[config.mk]
export PLATFORM = sky130hd
export DESIGN_NAME = intake_eject_sequencer_unit
export DESIGN_NICKNAME = d
export VERILOG_FILES = /design/src/rtl/ies_pkg.sv /design/src/rtl/ies_core.sv /design/src/rtl/intake_eject_sequencer_unit.sv
export SDC_FILE = /design/constraint.sdc
export NUM_CORES = 1
export LEC_CHECK = 0
export ABC_AREA = 0
export BUFFER_PORTS_ARGS = -buffer_cell sky130_fd_sc_hd__buf_2
export CORE_AREA = 2 2 145 147
export DETAILED_ROUTE_END_ITERATION = 10
export DIE_AREA = 0 0 147 149
export PLACE_DENSITY = 0.69
export SLEW_MARGIN = 20
export SYNTH_ARGS = -nofsm -noshare
export SYNTH_HDL_FRONTEND = slang
export SYNTH_SLANG_ARGS = --single-unit
export TNS_END_PERCENT = 1
[constraint.sdc]
create_clock -name clock -period 3.18 [get_ports clock]
set_clock_uncertainty 0.1 [all_clocks]
set_input_delay 0.318 -clock clock [delete_from_list [all_inputs] [get_ports clock]]
set_output_delay 0.318 -clock clock [all_outputs]
set_load 0.02 [all_outputs]
[src/rtl/ies_pkg.sv]
package ies_pkg;

   // beam sensor level that means "triggered"
   localparam logic SENSOR_ACTIVE_LEVEL = 1'b0;
   localparam int COUNT_WIDTH = 16;
   localparam int CMP_WIDTH = (COUNT_WIDTH > 16) ? COUNT_WIDTH : 16;

   localparam int REG_COUNT = 8;
   localparam int ADDR_WIDTH = 5;
   localparam int DATA_WIDTH = 32;

   typedef enum logic [2:0] {
      REG_CONTROL_MODE    = 3'd0,
      REG_OPEN_LOOP_SPEED = 3'd1,
      REG_SPEED_LIFT      = 3'd2,
      REG_SPEED_START     = 3'd3,
      REG_SPEED_CATCH     = 3'd4,
      REG_SPEED_IDLE      = 3'd5,
      REG_SPEED_DROP      = 3'd6,
      REG_DROP_TICKS      = 3'd7
   } ies_reg_type;

   typedef enum logic [1:0] {
      CMD_TICK       = 2'd0,
      CMD_ASK_CATCH  = 2'd1,
      CMD_ASK_DROP   = 2'd2,
      CMD_STOP_ASK   = 2'd3
   } ies_cmd_type;

   localparam logic [1:0] RUMBLE_NONE    = 2'd0;
   localparam logic [1:0] RUMBLE_CAUGHT  = 2'd1;
   localparam logic [1:0] RUMBLE_DROPPED = 2'd2;

   localparam logic [2:0] PHASE_CODE_REST     = 3'd0;
   localparam logic [2:0] PHASE_CODE_START    = 3'd1;
   localparam logic [2:0] PHASE_CODE_CATCHING = 3'd2;
   localparam logic [2:0] PHASE_CODE_CAUGHT   = 3'd3;
   localparam logic [2:0] PHASE_CODE_DROPPING = 3'd4;

   typedef enum logic [4:0] {
      PH_REST     = 5'b00001,
      PH_START    = 5'b00010,
      PH_CATCHING = 5'b00100,
      PH_CAUGHT   = 5'b01000,
      PH_DROPPING = 5'b10000
   } ies_phase_type;

   typedef struct packed {
      logic [1:0] cmd;
      logic       sensor_low;
      logic       sensor_high_a;
      logic       sensor_high_b;
   } ies_req_type;

   typedef struct packed {
      logic signed [15:0] motor_command;
      logic [2:0]         phase;
      logic               is_caught;
      logic               is_dropped;
      logic [1:0]         rumble_kind;
   } ies_rsp_type;

   typedef struct packed {
      logic               control_mode;
      logic signed [15:0] open_loop_speed;
      logic signed [15:0] speed_lift;
      logic signed [15:0] speed_start;
      logic signed [15:0] speed_catch;
      logic signed [15:0] speed_idle;
      logic signed [15:0] speed_drop;
      logic [15:0]        drop_ticks;
   } ies_cfg_type;

   function automatic logic [2:0] phase_code(ies_phase_type ph);
      logic [2:0] code;
      case (ph)
         PH_REST:     code = PHASE_CODE_REST;
         PH_START:    code = PHASE_CODE_START;
         PH_CATCHING: code = PHASE_CODE_CATCHING;
         PH_CAUGHT:   code = PHASE_CODE_CAUGHT;
         PH_DROPPING: code = PHASE_CODE_DROPPING;
         default:     code = PHASE_CODE_REST;
      endcase
      return code;
   endfunction

endpackage

[src/rtl/ies_core.sv]
module ies_core (
   input  logic                 clock,
   input  logic                 reset,
   input  logic                 fire,
   input  ies_pkg::ies_req_type item,
   input  ies_pkg::ies_cfg_type cfg,
   output ies_pkg::ies_rsp_type result
);

   localparam logic [ies_pkg::COUNT_WIDTH-1:0] COUNT_MAX = '1;

   ies_pkg::ies_phase_type          phase_ff, phase_in;
   logic                            catch_wanted_ff, catch_wanted_in;
   logic                            drop_wanted_ff, drop_wanted_in;
   logic [ies_pkg::COUNT_WIDTH-1:0] drop_count_ff, drop_count_in;
   logic signed [15:0]              motor_hold_ff, motor_hold_in;
   logic [1:0]                      rumble;
   logic                            low, high, drop_done;
   logic [ies_pkg::CMP_WIDTH-1:0]   count_cmp, ticks_cmp;

   assign low  = (item.sensor_low == ies_pkg::SENSOR_ACTIVE_LEVEL);
   assign high = (item.sensor_high_a == ies_pkg::SENSOR_ACTIVE_LEVEL) ||
                 (item.sensor_high_b == ies_pkg::SENSOR_ACTIVE_LEVEL);

   assign count_cmp = ies_pkg::CMP_WIDTH'(drop_count_ff);
   assign ticks_cmp = ies_pkg::CMP_WIDTH'(cfg.drop_ticks);
   assign drop_done = (count_cmp > ticks_cmp);

   always_comb begin
      phase_in        = phase_ff;
      catch_wanted_in = catch_wanted_ff;
      drop_wanted_in  = drop_wanted_ff;
      drop_count_in   = drop_count_ff;
      motor_hold_in   = motor_hold_ff;
      rumble          = ies_pkg::RUMBLE_NONE;
      case (ies_pkg::ies_cmd_type'(item.cmd))
         ies_pkg::CMD_TICK: begin
            if (cfg.control_mode) begin
               motor_hold_in = cfg.open_loop_speed;
            end else begin
               case (phase_ff)
                  ies_pkg::PH_REST: begin
                     if (low) begin
                        phase_in        = ies_pkg::PH_START;
                        motor_hold_in   = high ? cfg.speed_start : cfg.speed_lift;
                        catch_wanted_in = 1'b1;
                     end else if (catch_wanted_ff) begin
                        phase_in      = ies_pkg::PH_START;
                        motor_hold_in = cfg.speed_start;
                     end
                  end
                  ies_pkg::PH_START: begin
                     if (high) begin
                        phase_in      = ies_pkg::PH_CATCHING;
                        motor_hold_in = cfg.speed_catch;
                     end else if (!catch_wanted_ff) begin
                        phase_in      = ies_pkg::PH_REST;
                        motor_hold_in = cfg.speed_idle;
                     end
                  end
                  ies_pkg::PH_CATCHING: begin
                     if (low && !high) begin
                        phase_in        = ies_pkg::PH_CAUGHT;
                        motor_hold_in   = cfg.speed_idle;
                        catch_wanted_in = 1'b0;
                        rumble          = ies_pkg::RUMBLE_CAUGHT;
                     end
                  end
                  ies_pkg::PH_CAUGHT: begin
                     if (drop_wanted_ff) begin
                        phase_in      = ies_pkg::PH_DROPPING;
                        motor_hold_in = cfg.speed_drop;
                        drop_count_in = '0;
                     end
                  end
                  ies_pkg::PH_DROPPING: begin
                     if (!low) begin
                        if (drop_done) begin
                           phase_in      = ies_pkg::PH_REST;
                           motor_hold_in = cfg.speed_idle;
                           drop_count_in = '0;
                           rumble        = ies_pkg::RUMBLE_DROPPED;
                        end else if (drop_count_ff != COUNT_MAX) begin
                           drop_count_in = drop_count_ff + 1'b1;
                        end
                     end else if (!drop_wanted_ff) begin
                        // beam blocked again with no drop asked: lift it back in
                        phase_in        = ies_pkg::PH_START;
                        motor_hold_in   = cfg.speed_lift;
                        catch_wanted_in = 1'b1;
                     end
                  end
                  default: begin
                     phase_in = phase_ff;
                  end
               endcase
            end
         end
         ies_pkg::CMD_ASK_CATCH: begin
            if (phase_ff == ies_pkg::PH_REST) catch_wanted_in = 1'b1;
         end
         ies_pkg::CMD_ASK_DROP: begin
            if (phase_ff == ies_pkg::PH_CAUGHT) drop_wanted_in = 1'b1;
         end
         default: begin
            catch_wanted_in = 1'b0;
            drop_wanted_in  = 1'b0;
         end
      endcase
   end

   always_ff @(posedge clock) begin
      if (reset) begin
         phase_ff        <= ies_pkg::PH_REST;
         catch_wanted_ff <= 1'b0;
         drop_wanted_ff  <= 1'b0;
         drop_count_ff   <= '0;
         motor_hold_ff   <= '0;
      end else if (fire) begin
         phase_ff        <= phase_in;
         catch_wanted_ff <= catch_wanted_in;
         drop_wanted_ff  <= drop_wanted_in;
         drop_count_ff   <= drop_count_in;
         motor_hold_ff   <= motor_hold_in;
      end
   end

   always_comb begin
      result.motor_command = motor_hold_in;
      result.phase         = ies_pkg::phase_code(phase_in);
      result.is_caught     = (phase_in == ies_pkg::PH_CAUGHT);
      result.is_dropped    = (phase_in == ies_pkg::PH_REST);
      result.rumble_kind   = rumble;
   end

endmodule

[src/rtl/intake_eject_sequencer_unit.sv]
// Load and eject sequencer for one motor. Every beat on req_ (a tick with
// raw beam levels, or a catch, drop or stop-asking request) yields exactly
// one beat on rsp_ the cycle after acceptance, from an output register.
// One beat is taken per clock; req_stall rises only while a result is held
// and rsp_stall is high, set by that single output register. Registers are
// written over the csr_ port at byte address 4*index and read back there.
module intake_eject_sequencer_unit (
   input  logic                             clock,
   input  logic                             reset,
   input  logic                             req_valid,
   output logic                             req_stall,
   input  ies_pkg::ies_req_type             req_data,
   output logic                             rsp_valid,
   input  logic                             rsp_stall,
   output ies_pkg::ies_rsp_type             rsp_data,
   input  logic                             csr_psel,
   input  logic                             csr_penable,
   input  logic                             csr_pwrite,
   input  logic [ies_pkg::ADDR_WIDTH-1:0]   csr_paddr,
   input  logic [ies_pkg::DATA_WIDTH-1:0]   csr_pwdata,
   output logic [ies_pkg::DATA_WIDTH-1:0]   csr_prdata,
   output logic                             csr_pready
);

   ies_pkg::ies_cfg_type cfg_ff;
   ies_pkg::ies_rsp_type result;
   ies_pkg::ies_rsp_type rsp_data_ff;
   ies_pkg::ies_reg_type reg_sel;
   logic                 rsp_valid_ff;
   logic                 fire, csr_write;

   assign req_stall = rsp_valid_ff && rsp_stall;
   assign fire      = req_valid && !req_stall;

   ies_core u_core (
      .clock  (clock),
      .reset  (reset),
      .fire   (fire),
      .item   (req_data),
      .cfg    (cfg_ff),
      .result (result)
   );

   always_ff @(posedge clock) begin
      if (reset) begin
         rsp_valid_ff <= 1'b0;
      end else if (fire) begin
         rsp_valid_ff <= 1'b1;
      end else if (!rsp_stall) begin
         rsp_valid_ff <= 1'b0;
      end
   end

   always_ff @(posedge clock) begin
      if (fire) rsp_data_ff <= result;
   end

   assign rsp_valid = rsp_valid_ff;
   assign rsp_data  = rsp_data_ff;

   // register file
   assign csr_pready = 1'b1;
   assign csr_write  = csr_psel && csr_penable && csr_pwrite;
   assign reg_sel    = ies_pkg::ies_reg_type'(csr_paddr[ies_pkg::ADDR_WIDTH-1:2]);

   always_ff @(posedge clock) begin
      if (reset) begin
         cfg_ff <= '{drop_ticks: 16'd25, default: '0};
      end else if (csr_write) begin
         case (reg_sel)
            ies_pkg::REG_CONTROL_MODE:    cfg_ff.control_mode    <= csr_pwdata[0];
            ies_pkg::REG_OPEN_LOOP_SPEED: cfg_ff.open_loop_speed <= csr_pwdata[15:0];
            ies_pkg::REG_SPEED_LIFT:      cfg_ff.speed_lift      <= csr_pwdata[15:0];
            ies_pkg::REG_SPEED_START:     cfg_ff.speed_start     <= csr_pwdata[15:0];
            ies_pkg::REG_SPEED_CATCH:     cfg_ff.speed_catch     <= csr_pwdata[15:0];
            ies_pkg::REG_SPEED_IDLE:      cfg_ff.speed_idle      <= csr_pwdata[15:0];
            ies_pkg::REG_SPEED_DROP:      cfg_ff.speed_drop      <= csr_pwdata[15:0];
            ies_pkg::REG_DROP_TICKS:      cfg_ff.drop_ticks      <= csr_pwdata[15:0];
            default:                      cfg_ff                 <= cfg_ff;
         endcase
      end
   end

   always_comb begin
      case (reg_sel)
         ies_pkg::REG_CONTROL_MODE:
            csr_prdata = {{(ies_pkg::DATA_WIDTH-1){1'b0}}, cfg_ff.control_mode};
         ies_pkg::REG_OPEN_LOOP_SPEED: csr_prdata = {16'd0, cfg_ff.open_loop_speed};
         ies_pkg::REG_SPEED_LIFT:      csr_prdata = {16'd0, cfg_ff.speed_lift};
         ies_pkg::REG_SPEED_START:     csr_prdata = {16'd0, cfg_ff.speed_start};
         ies_pkg::REG_SPEED_CATCH:     csr_prdata = {16'd0, cfg_ff.speed_catch};
         ies_pkg::REG_SPEED_IDLE:      csr_prdata = {16'd0, cfg_ff.speed_idle};
         ies_pkg::REG_SPEED_DROP:      csr_prdata = {16'd0, cfg_ff.speed_drop};
         ies_pkg::REG_DROP_TICKS:      csr_prdata = {16'd0, cfg_ff.drop_ticks};
         default:                      csr_prdata = '0;
      endcase
   end

endmodule

**After elaboration in Yosys (flattened, before gate mapping)**

Cells that the tools add are included.

- $add $sub $neg: 1
- Order comparisons: 1
- Equal/unequal tests: 32
- Mux-type cells: 48
- Bitwise operators: 7
- Reductions and logical operators: 24

Operators by type and width:

| operator | count |
|---|---|
| 16-bit 2-to-1 mux | 16 |
| 32-bit case mux with 8 select lines | 1 |
| 16-bit case mux with 5 select lines | 1 |
| 5-bit 2-to-1 mux | 11 |
| 16-bit case mux with 2 select lines | 1 |
| 5-bit case mux with 5 select lines | 1 |
| 16-bit by 1-bit adder with 16-bit output (second input constant) | 1 |
| 16-bit > comparator | 1 |
| 16-bit inequality test (second input constant) | 1 |
| 2-bit AND reduction | 8 |
| 3-bit == test (second input constant) | 4 |
| 3-bit case mux with 4 select lines | 1 |
| 5-bit by 1-bit == test with 1-bit output (second input constant) | 2 |
| 5-bit by 2-bit == test with 1-bit output (second input constant) | 2 |
| 5-bit by 3-bit == test with 1-bit output (second input constant) | 2 |
| 5-bit by 4-bit == test with 1-bit output (second input constant) | 2 |
| 5-bit == test (second input constant) | 2 |
| 1-bit 2-to-1 mux | 10 |
| 3-bit inequality test (second input constant) | 3 |
| 9-bit AND reduction | 1 |
| 2-bit by 1-bit inequality test with 1-bit output (second input constant) | 4 |
| 1-bit inverter | 7 |
| 7-bit AND reduction | 1 |
| 3-bit by 2-bit == test with 1-bit output (second input constant) | 2 |
| other kinds (19) | 28 |

- Flip-flop bits (word level): 176
- Input bits: 49
- Output and inout bits: 58
- Logic and storage cells: 132

**Depth between registers and ports, before layout**

- Depth after elaboration: 10
- Mapped depth: 11
- Gate-level depth less buffers: 9

**Hierarchy**

From an unflattened synthesis, not the netlist that was laid out.

- Cell total of the unflattened synthesis: 1,172
- Area total of the unflattened synthesis: 10,834.1 µm²

Modules (own cells, without submodules):

| module | times used | cells an instance | area an instance (µm²) |
|---|---|---|---|
| intake_eject_sequencer_unit | 1 | 541 | 6,267.3 |
| ies_core | 1 | 631 | 4,566.9 |

**Worst setup path before layout**

No wires, ideal clock.

- Path type: register to register
- Start point: reg cfg_ff[15] (netlist name)
- End point: reg rsp_data_ff, in the netlist rsp_data[7], data pin
- Library setup time: 0.276 ns
- Data arrival time: 2.520 ns
- Data required time: 2.804 ns
- Path slack: 0.284 ns
- Cell stages (with the launch flop): 10
- Clock period less this slack: 2.896 ns
- Path through: dfxtp_1 inv_1 ha_1 nand4_1 nor4_1 a21boi_1 o31ai_1 or4b_2 a22oi_1 nor3_1

RTL lines:

| element | line | source |
|---|---|---|
| start: declaration | intake_eject_sequencer_unit.sv:25 | `ies_pkg::ies_cfg_type cfg_ff;` |
| start signal: assignment | intake_eject_sequencer_unit.sv:79 | `default: cfg_ff <= cfg_ff;` |
| end signal: assignment | intake_eject_sequencer_unit.sv:55 | `if (fire) rsp_data_ff <= result;` |
| end: declaration | intake_eject_sequencer_unit.sv:27 | `ies_pkg::ies_rsp_type rsp_data_ff;` |

==> qor.yml <==
routing:
  ant_nets: 0
  drt_iter0_drc: 1479
  wl_per_cell_um: 20.2
  drc: 0
  wirelength_um: 33100
  routed_via_density: 6.20
  vias: 10200
  dr.pass1.iters: 6
synthesis:
  ys_warn_count: 0
  avgSynthCellArea_um2: 7.81
  synthDistinctLibCells: 67
  ys_seq_area_frac: 0.372
  synth_ff_type: "dfxtp_1"
  synth-edff-count: 23
  synth_area_um2: 10100
  synth-seq-cells: 176
  synth_cells: 1290
  async_flop_share: 0
worst_setup_path:
  worstSetupEndpointType: "register"
  worstSetupPathType: "register to register"
  worstPathCellList: "inv_1 > ha_1 > a21o_1 > a21o_1 > a2111o_1 > o31a_1 > buf_12 > a211o_1 > a22oi_2 > nor3_1"
  cpMaxStageDelayCell: "a2111o_1"
  cp_slowest_stage_delay_ps: 450
  start_kind: "register"
  worstPathMaxFanout: 14
  critical_path_arrival_ps: 3150
  worstPathRequired_ps: 3240
  crit_top_cell: "a21o_1"
timing:
  period_share: 0.970
  hold_violations: 0
  layout_min_cycle_time_ps: 3090
  final-max-slew-violation-count: 0
  setup_viol: 0
  tightest_slew_ps: 834
  fmax_mhz: 324
  setup_ws_ps: 94.2
  fin_tns_setup_ps: 0
  slew_headroom: 0.430
  rsz0062_at_grt: "true"
clock_network:
  cts_buffers: 17
  htreeDepth: 4
  clk-insertion-delay-late_ps: 440
  cts_tree: "yes"
  cts_root_buf: "clkbuf_16"
  clk_pin_slew_ps: 80
  clock_path_buffers: 2
  postCtsSetupBuffers: 0
  clkSinkCount: 176
global_route:
  grt_first_pass_wirelength_um: 51000
  grt_pass1_vias: 9067
  antenna_found_initial: 0
  track_usage: 0.297
  grt-ovfl-total: 0
  grt_max_degree: 73
place:
  place_ws_ps: -12.4
  port_buffers: 71
  hpwl_um: 24300
  gp_congestion: 0.940
final_layout:
  drive_gt1_frac: 0.166
  n_antenna_cell: 0
  area_delta_synth_final_pct: 14.3
  finalNetCount: 1417
power_and_ir_drop:
  power_density_nw_per_um2: 450
  max-vdd-ir-drop_mv: 0.383
  leakagePower_uw: 0.00416
min_path:
  hold_class: "input port to register"
floorplan:
  die_x_um: 147
  die_area_um2: 21900
  coreArea_um2: 20600
  io_pins: 107
  chipHeight_um: 149
  start_util: 0.490
  rows: 53
status:
  status: "complete, no violations"
flow_run:
  maxCapViolCount: 0
## critical path: cells and delay by family, from the launching register on
kind	cells	cell delay, ps
AO/OA/AOI/OAI	6	1680
adder cells (fa/ha/maj)	1	310
buffers and inverters	2	240
flip-flops	1	360
AND/OR/NAND/NOR	1	110
## through the flow
step | hold slack (ps) | power, uW | instance area, um2 | utilization | cells
6_report | 88.2 | 5180 | 11500 | 0.561 | 1639
5_1_grt | 83.6 | 5350 | 11500 | 0.561 | 1639
4_1_cts | 78.1 | 5160 | 11500 | 0.558 | 1639
3_5_place_dp | 351 | 3100 | 10900 | 0.529 | 1606
3_3_place_gp | 348 | 3090 | 10900 | 0.529 | 1606
2_1_floorplan | 336 | 2890 | 10100 | - | 1305
## cells in the final DEF (no fill, tap or decap), types with 5 or more instances in the layout
cell	Yosys	final
mux2_2	19	19
a2111o_1	10	10
inv_1	40	40
a211oi_1	20	20
ha_1	17	17
and2_1	6	6
nor2b_1	7	7
xnor2_1	10	10
a22o_1	12	12
nand2_1	261	260
o22ai_1	23	23
a221oi_1	16	16
nand3_1	35	35
mux2i_1	16	16
edfxtp_1	23	23
nor2_1	68	68
buf_4	18	67
nor4_1	12	10
o21ai_0	32	32
nand2b_1	10	10
a22oi_1	11	6
clkbuf_16	0	17
nor3_1	51	50
o41ai_1	6	6
and3_1	14	14
o221ai_1	5	5
a21o_1	12	12
a211o_1	7	7
a2111oi_0	9	9
a22oi_2	0	5
dfxtp_1	153	152
or3_1	7	7
buf_2	7	70
mux4_2	13	13
o211ai_1	11	11
nand4_1	9	9
a21oi_1	182	182
conb_1	2	17
## path summary, 6_finish.rpt
path / start / end / slack (ps) / cells after the start
setup / recovery: cfg_ff[13] / rsp_data[19] / 90 / 10
hold / removal: csr_pwdata[9] / cfg_ff[57] / 90 / 3
setup reg to reg: cfg_ff[13] / rsp_data[19] / 90 / 10
hold reg to reg: cfg_ff[14] / cfg_ff[14] / 360 / 2
## power by group
group | leakage, uW | internal [uW] | total, uW | switching [uW]
clock | 0.000280 | 1110 | 2100 | 995
combinational | 0.00241 | 238 | 715 | 477
sequential | 0.00147 | 2320 | 2370 | 51.0
## logic make-up after synthesis
logic type / synth area share
and+or+nand+nor: 0.226
AOI/OAI and AO/OA: 0.238
DFF: 0.372
buffers and inverters: 0.0663
muxes: 0.0662
adders and majority gates: 0.0211
xor gates and xnor gates: 0.00956
other: 0.000745
## synthesized netlist by cell type (13+ instances only)
cell      instances  share of area
nand2_1         261          0.097
a21oi_1         182          0.090
dfxtp_1         153           0.30
clkbuf_1         78          0.029
nor2_1           68          0.025
nor3_1           51          0.025
inv_1            40          0.015
nand3_1          35          0.017
o21ai_0          32          0.016
edfxtp_1         23          0.069
o22ai_1          23          0.014
a211oi_1         20          0.015
mux2_2           19          0.021
buf_4            18          0.013
ha_1             17          0.021
a221oi_1         16          0.014
mux2i_1          16          0.016
and3_1           14         0.0087
mux4_2           13          0.029
## flip-flops by register name (all words and copies together) (netlist names)
signal / flops
rsp_data: 23
u_core.count_cmp: 16
u_core.catch_wanted_ff: 1
rsp_valid: 1
u_core.phase_ff: 5
u_core.drop_wanted_ff: 1
u_core.motor_hold_ff: 16
cfg_ff: 113
## per-layer routing
metal,GRT usage,vias to the layer above,wire length (um)
li1,-,4751,-
met1,0.414,4783,14200
met2,0.460,564,14700
met3,0.0670,63,3260
met4,0.0938,0,877
met5,0,-,0
## repair_timing
item	4_1_cts	5_1_grt
pin swaps	0	4
endpoints found under the hold margin	1	0
setup endpoints to repair	2	35
hold buffers	1	0
gates resized for setup	2	12
## layout make-up
class / instances / area, um2
clock buffers: 17 / 425
inverters: 42 / 158
repair buffers: 140 / 903
clock inverters: 15 / 150
well taps: 275 / 344
fillers: 1926 / 9030
multi-input cells: 974 / 5790
flip-flops and latches: 176 / 3750
No activity file was read; power rests on OpenSTA's default activity.
